==> config.mk <==
export PLATFORM = sky130hd
export DESIGN_NAME = tli_front
export DESIGN_NICKNAME = d
export VERILOG_FILES = /design/src/rtl/tli_pkg.sv /design/src/rtl/tli_front.sv
export SDC_FILE = /design/constraint.sdc
export NUM_CORES = 1
export LEC_CHECK = 0
export BUFFER_PORTS_ARGS = -buffer_cell sky130_fd_sc_hd__clkbuf_2
export CAP_MARGIN = 20
export CORE_ASPECT_RATIO = 0.5
export CORE_UTILIZATION = 47
export CTS_CLUSTER_SIZE = 28
export DETAILED_ROUTE_END_ITERATION = 10
export PLACE_DENSITY_LB_ADDON = 0.1
export SLEW_MARGIN = 20
export SYNTH_ARGS = -nofsm -noshare
export SYNTH_HDL_FRONTEND = slang
export SYNTH_SLANG_ARGS = --single-unit
==> constraint.sdc <==
create_clock -name clk_i -period 3.4 [get_ports clk_i]
set_input_delay 0.68 -clock clk_i [delete_from_list [all_inputs] [get_ports clk_i]]
set_output_delay 0.68 -clock clk_i [all_outputs]
set_load 0.005 [all_outputs]
==> src/rtl/tli_pkg.sv <==
// shared types and constants for the table linear interpolator
package tli_pkg;

  localparam int unsigned TableDepth = 256;
  localparam int unsigned AddrW      = $clog2(TableDepth);
  localparam int unsigned CountW     = AddrW + 1;
  localparam int unsigned CfgIdxW    = 2;
  localparam int unsigned CfgDataW   = 32;

  localparam logic [CfgIdxW-1:0] CfgThreshold   = 2'd0;
  localparam logic [CfgIdxW-1:0] CfgElasticMode = 2'd1;
  localparam logic [CfgIdxW-1:0] CfgEntryCount  = 2'd2;

  localparam logic OpLoad  = 1'b0;
  localparam logic OpQuery = 1'b1;

  localparam logic [2:0] RegionBelow  = 3'd0;
  localparam logic [2:0] RegionBefore = 3'd1;
  localparam logic [2:0] RegionExact  = 3'd2;
  localparam logic [2:0] RegionInterp = 3'd3;
  localparam logic [2:0] RegionBeyond = 3'd4;

  typedef struct packed {
    logic        op;
    logic [7:0]  entry_index;
    logic [31:0] energy;
    logic [31:0] cs_value;
    logic        first_point;
  } in_item_t;

  typedef struct packed {
    logic [31:0] cs_out;
    logic [2:0]  region;
  } out_item_t;

  // query handed from front to back
  typedef struct packed {
    logic        below;
    logic        first_point;
    logic [31:0] energy;
  } query_t;

endpackage

==> src/rtl/tli_front.sv <==
// front end: accepts items, classifies queries, queues them for the back end
module tli_front (
  input  logic                      clk_i,
  input  logic                      rst_ni,
  input  logic                      start_i,
  output logic                      busy_o,
  input  tli_pkg::in_item_t         item_i,
  input  logic [31:0]               threshold_i,
  input  logic                      elastic_i,
  input  logic                      back_idle_i,
  output logic                      load_we_o,
  output logic [tli_pkg::AddrW-1:0] load_addr_o,
  output logic                      q_valid_o,
  output tli_pkg::query_t           q_data_o,
  input  logic                      q_pop_i
);
  // two-entry queue
  tli_pkg::query_t fifo_q [2];
  logic [1:0] cnt_q, cnt_d;
  logic rd_q, wr_q;
  logic acc, push;
  tli_pkg::query_t cls;

  // a load waits until every earlier query has finished with the table
  assign busy_o = (cnt_q == 2'd2) ||
                  ((item_i.op == tli_pkg::OpLoad) && ((cnt_q != 2'd0) || !back_idle_i));
  assign acc = start_i && !busy_o;
  assign push = acc && (item_i.op == tli_pkg::OpQuery);
  assign load_we_o = acc && (item_i.op == tli_pkg::OpLoad);
  assign load_addr_o = item_i.entry_index[tli_pkg::AddrW-1:0];

  always_comb begin
    cls.below = !elastic_i && (item_i.energy <= threshold_i);
    cls.first_point = item_i.first_point;
    cls.energy = item_i.energy;
  end

  assign q_valid_o = (cnt_q != 2'd0);
  assign q_data_o = fifo_q[rd_q];
  assign cnt_d = cnt_q + {1'b0, push} - {1'b0, q_pop_i};

  always_ff @(posedge clk_i or negedge rst_ni) begin
    if (!rst_ni) begin
      cnt_q <= 2'd0;
      rd_q <= 1'b0;
      wr_q <= 1'b0;
    end else begin
      cnt_q <= cnt_d;
      if (push) wr_q <= ~wr_q;
      if (q_pop_i) rd_q <= ~rd_q;
    end
  end

  always_ff @(posedge clk_i) begin
    if (push) fifo_q[wr_q] <= cls;
  end
endmodule

==> results of run 1 <==
## kinds of logic after synthesis
family	count (synthesis)
simple gates	28
mux	34
buf+inv	47
fa+ha+maj	34
flops	72
xor+xnor	4
compound gates	26
## worst max-delay path: stages, from the launching register on
cell	delay, ns
dfrtp_1	0.54
buf_4	0.43
mux2_2	0.40
clkbuf_2	0.12
## metal layers
metal | up-vias | routed length (um) | global-route usage [%]
met4 | 0 | 122 | 7.681
li1 | 1127 | - | -
met2 | 79 | 3217 | 31.49
met5 | - | 0 | 0
met1 | 1050 | 2975 | 21.61
met3 | 18 | 450 | 6.882
## registers in the layout (all words and copies together), names as in the netlist
| signal | cells |
|---|---|
| cnt_q | 2 |
| fifo_q | 68 |
| rd_q | 1 |
| wr_q | 1 |
## layout make-up
type	instances	area, sq um	area share (%)
repair buffers	111	588.1	13.27
inverters	35	131.4	2.964
flip-flops and latches	72	2142	48.32
clock inverters	5	23.77	0.5363
multi-input cells	126	1200	27.07
clock buffers	11	232.7	5.250
well taps	92	115.1	2.597
## power by group through the flow
| stage | Clock, mW | Sequential (mW) | Combinational (mW) |
|---|---|---|---|
| floorplan | 0 | 1.16 | 0.461 |
| global placement | 0 | 1.18 | 0.739 |
| detailed placement | 0 | 1.19 | 0.752 |
| CTS | 0.829 | 1.17 | 0.758 |
| global route | 0.871 | 1.19 | 0.821 |
| finish | 0.818 | 1.17 | 0.739 |
## synthesized netlist by cell type
library cell	n
a211o_1	1
o41ai_1	1
o22ai_1	1
clkbuf_1	1
and4_1	1
and4_4	1
xnor2_1	3
buf_2	3
dfrtp_1	4
inv_1	35
nor2_1	4
ha_1	34
nand4_1	6
mux2_2	34
a211oi_1	1
a21o_1	7
a21boi_0	1
nor3b_1	1
nor3_1	1
buf_4	8
or2_2	1
o211ai_1	3
a221oi_1	1
nor2b_1	2
a2111oi_2	1
xor2_1	1
nand2_1	3
edfxtp_1	68
nand3_1	5
and3_1	3
a21oi_1	9
## worst max path at each step
stage                          start                 endpoint  slack, ns  depth (start not counted)
floorplan                 item_i[73]   fifo_q[0][0]$_DFFE_PP_       0.67                          2
global placement          item_i[47]  fifo_q[0][33]$_DFFE_PP_       1.02                          7
detailed placement        item_i[47]  fifo_q[1][33]$_DFFE_PP_        1.0                          7
CTS                 rd_q$_DFFE_PN0P_             q_data_o[27]       0.84                          3
global route        rd_q$_DFFE_PN0P_             q_data_o[27]       0.75                          3
finish              rd_q$_DFFE_PN0P_             q_data_o[27]       0.89                          3
## metrics by stage
stage | utilization [%] | instance area (sq um)
finish | 63.67 | 4433
global placement | 59.98 | 4177
global route | 63.67 | 4433
floorplan | - | 3537
detailed placement | 59.98 | 4177
CTS | 63.67 | 4433
==> flow_summary.yaml, run 1 <==
worst_setup_path:
  r2r_cells: 7
  reg2reg_from: "cnt_q[1]$_DFF_PN0_"
  cp_max_fo: 28
  cp_data_arrival_time_ns: 1.83
  end_kind: "output pin"
  reg2reg_to: "cnt_q[1]$_DFF_PN0_"
  required_ns: 2.72
  start_kind: "register"
  critical_path_class: "register to output pin"
  r2r_setup_slack_ns: 1.48
sta:
  fin_skew_ns: 0.006410
  worst_pin_slew_ns: 0.6811
  finalWorstSetupSlack_ns: 0.8877
  finalSetupTns_ns: 0
  holdWs_ns: 0.1522
  slew_headroom_pct: 54.39
  hold_viol_final: 0
  fin_crit_sh_pct: 73.89
  setup_viol: 0
  drv_slew: 0
  period_minus_slack_ns: 2.512
  rsz0062_at_grt: "no"
  fmaxAchievable_mhz: 398.0
detailed_routing:
  vias: 2274
  vias_per_cell: 5.031
  wire_per_inst_um: 14.97
  routed_wl_mm: 6.765
  drc: 0
  final_antenna_net_count: 0
  firstDrtPassIters: 4
  drt_iter0_markers: 84
floorplanning:
  ios: 157
  initial_utilization_pct: 50.80
  die_area_sq_mm: 0.007898
  die_h_um: 63.35
  coreArea_sq_mm: 0.006963
  die-width_um: 124.7
  rows: 21
synth:
  postSynthAreaPerCell_sq_um: 14.44
  synth_compound_area_share_pct: 5.164
  synth_xor_area_share_pct: 0.9904
  syn_nets: 391
  synthMuxAreaShare_pct: 10.82
  synth_top_family_by_area: "adder cells"
  synth.cell_area_sq_mm: 0.003537
  synth_top_area_share_pct: 57.73
  synthAdderAreaFrac_pct: 12.03
  synth_seq_cells: 72
  synth.distinct_cells: 31
  synth_top_area_cell: "edfxtp_1"
  yosys-top-cells-area: "edfxtp_1 58%, ha_1 12%, mux2_2 11%"
  synthSimpleGateAreaFrac_pct: 4.492
  synth.yosys.seq_area_share_pct: 60.56
  syn_inst: 245
  synth_warnings: 0
finish:
  final_common_cell: "clkbuf_2"
  drive_gt1_share_pct: 45.28
  nets: 501
  fillers: 550
  instances_no_fill: 452
  num_antenna_cells: 0
  syn_to_final_growth_pct: 25.33
  final_cell_mix: "108 x clkbuf_2, 68 x edfxtp_1, 35 x inv_1"
outcome:
  status: "completed"
clock_network:
  clk_path_buf_depth: 2
  root_buffer: "clkbuf_16"
  hold_buffers: 0
  postCtsSetupBuffers: 0
  clock_sinks: 72
  insertion_delay_ns: 0.33
  clkTransAtPathRegs_ns: 0.05
  h-tree-depth: 3
  post_cts_resized: 0
  tritoncts: "done"
  cts_made_buffers: 9
placement:
  numPortBuffers: 108
  pre_cts_ws_ns: 0.9990
  hpwlAfterDp_mm: 5.018
  placedCellCount: 436
  gp_congestion: 0.7186
grt:
  grt_pass1_wl_mm: 11.01
  grt_overflow_total: 0
  grt_pass1_vias: 2374
  grt_max_degree: 29
  grt_use_total_pct: 18.63
  antenna_found_initial: 0
power_and_ir_drop:
  sw_frac_of_total_pct: 27.05
  p_seq_share_pct: 42.9
  peakVddDrop_mv: 0.3060
  finalPower_mw: 2.727
  p_comb_share_pct: 27.1
  power_frac_clock_pct: 30.0
  leakage_nw: 2.004
  power_density_mw_per_mm2: 615.0
  power.internal_mw: 1.989
  p_sw_mw: 0.7374
flow_run:
  drv_cap: 0
worst_hold_path:
  min_path_type: "input port to asynchronous set/reset pin"
Note: power is estimated with default switching activity, not from simulation.
==> inputs of run 2 (changes only) <==
Settings changed: CORE_UTILIZATION 47 to 43.
Clock period 3.4 ns to 2.23 ns, I/O delays scaled along.
==> run 2 against run 1 <==
Compared with the run above:
- critical path depth is the same
- sequential power grew 50%
- power grew 56%
- flip-flop and latch count is the same
- utilization shrank 4.9 points
- sequential share of layout area shrank 0.67 points
- combinational power grew 56%
- highest routed layer unchanged
==> flow_summary.yaml, run 2 (same netlist as run 1, synthesis figures left out) <==
outcome:
  status: "completed"
worst_setup_path:
  required_ns: 1.78
  critical_path_class: "register to output pin"
  r2r_setup_slack_ns: 0.30
  reg2reg_to: "cnt_q[1]$_DFF_PN0_"
  cp_num_buf_inv: 2
  start_kind: "register"
  reg2reg_from: "cnt_q[1]$_DFF_PN0_"
  cp_data_arrival_time_ns: 1.55
  cp_slowest_cell: "mux2_2"
  end_kind: "output pin"
  cp_cell_sequence: "buf_4, mux2_2, clkbuf_2"
  cp_max_fo: 28
  critPathTopFamily: "buffers and inverters"
  max_stage_delay_ns: 0.39
  r2r_cells: 7
floorplanning:
  die-width_um: 130.3
  die_area_sq_mm: 0.008614
  coreArea_sq_mm: 0.007652
  ios: 157
  initial_utilization_pct: 46.22
  die_h_um: 66.13
  rows: 22
finish:
  final_cell_mix: "108 x clkbuf_2, 68 x edfxtp_1, 35 x inv_1"
  largest_reg_flops: 68
  drive_gt1_share_pct: 45.30
  num_antenna_cells: 0
  reg_top3: "fifo_q x68, cnt_q x2"
  syn_to_final_growth_pct: 27.10
  nets: 503
  largest_register: "fifo_q"
  final_common_cell: "clkbuf_2"
grt:
  grt_pass1_vias: 2288
  grt_overflow_total: 0
  grt_max_degree: 29
  grt_pass1_wl_mm: 10.19
  grt_use_total_pct: 16.26
  antenna_found_initial: 0
detailed_routing:
  vias: 2263
  final_antenna_net_count: 0
  firstDrtPassIters: 4
  routed_wl_mm: 6.597
  drt_iter0_markers: 66
  wire_per_inst_um: 14.04
  vias_per_cell: 4.815
  drc: 0
clock_network:
  clock_sinks: 72
  clkTransAtPathRegs_ns: 0.05
  postCtsSetupBuffers: 0
  root_buffer: "clkbuf_16"
  clk_path_buf_depth: 2
  tritoncts: "done"
  h-tree-depth: 3
  insertion_delay_ns: 0.32
  cts_made_buffers: 9
sta:
  fin_skew_ns: 0.006281
  slew_headroom_pct: 53.13
  finalSetupTns_ns: 0
  fmaxAchievable_mhz: 500.2
  hold_viol_final: 0
  rsz0062_at_grt: "no"
  drv_slew: 0
  setup_viol: 0
  worst_pin_slew_ns: 0.7000
  period_minus_slack_ns: 1.999
  fin_crit_sh_pct: 89.64
power_and_ir_drop:
  finalPower_mw: 4.247
  peakVddDrop_mv: 0.3789
  leakage_nw: 2.023
  power_density_mw_per_mm2: 944.7
placement:
  hpwlAfterDp_mm: 5.040
  gp_congestion: 0.7390
  numPortBuffers: 108
worst_hold_path:
  hp-start: "item_i[0]"
  whs_endpoint: "fifo_q[0][32]$_DFFE_PP_"
  holdPathStages: 1
  min_path_type: "input port to register"
flow_run:
  drv_cap: 0
[run 2: changes by cell type in the layout (fill, tap and decap cells not counted), sizes merged]
cell         delta
buf             +1
clkbuf          +1
dlygate4sd3     +1
bufinv          +1
clkinv          -2
[run 2: worst max-delay path by stage]
stage / startpoint / endpoint / slack [ns] / cells after the start
after floorplan: cnt_q[1]$_DFF_PN0_ / fifo_q[0][0]$_DFFE_PP_ / -0.28 / 3
after global placement: item_i[47] / fifo_q[0][33]$_DFFE_PP_ / 0.09 / 7
after detailed placement: item_i[59] / fifo_q[1][33]$_DFFE_PP_ / 0.06 / 7
after CTS: rd_q$_DFFE_PN0P_ / q_data_o[22] / 0.19 / 3
after global routing: rd_q$_DFFE_PN0P_ / q_data_o[20] / 0.13 / 3
final: rd_q$_DFFE_PN0P_ / q_data_o[27] / 0.23 / 3
[run 2: layout make-up]
class	count	area (sq um)
well taps	108	135.1
inverters	35	131.4
multi-input cells	126	1200
repair buffers	113	605.6
flip-flops and latches	72	2142
fillers	674	3157
clock inverters	4	45.04
clock buffers	12	236.5
[run 2: what timing repair did]
action,in CTS,in global routing
resized for setup,0,0
hold buffers,1,0
endpoints found under the hold margin,4,0
[run 2: worst reg2reg max path, cell delays in order, from the launching register on]
cell	delay (ns)
dfrtp_1	0.38
inv_1	0.06
o211ai_1	0.58
ha_1	0.36
inv_1	0.06
ha_1	0.14
xnor2_1	0.13
xnor2_1	0.14
[run 2: layer usage]
layer,track usage [%],share of wire [%],vias up,wire length [um]
met5,0,0,-,0
met4,5.959,0.82,0,54
met3,6.068,6.6,7,436
met2,29.26,51,70,3366
met1,17.64,42,1061,2740
li1,-,-,1125,-
[run 2: through the flow]
stage	hold slack, ns	area (sq um)	std cells	utilization (%)	worst slack [ns]
4_1_cts	0.3020	4496	470	58.75	0.1912
3_5_place_dp	0.2586	4204	453	54.94	0.05634
2_1_floorplan	0.1504	3537	245	-	-0.2791
5_1_grt	0.3083	4496	470	58.75	0.1284
6_report	0.3150	4496	470	58.75	0.2310
3_3_place_gp	0.2547	4204	453	54.94	0.08685
[run 2: report_power, final]
group          switching (mW)  total (mW)  leakage (nW)  internal (mW)
sequential             0.0678        1.76         0.668           1.70
combinational           0.543        1.15          1.21          0.609
clock                   0.472        1.33         0.140          0.859
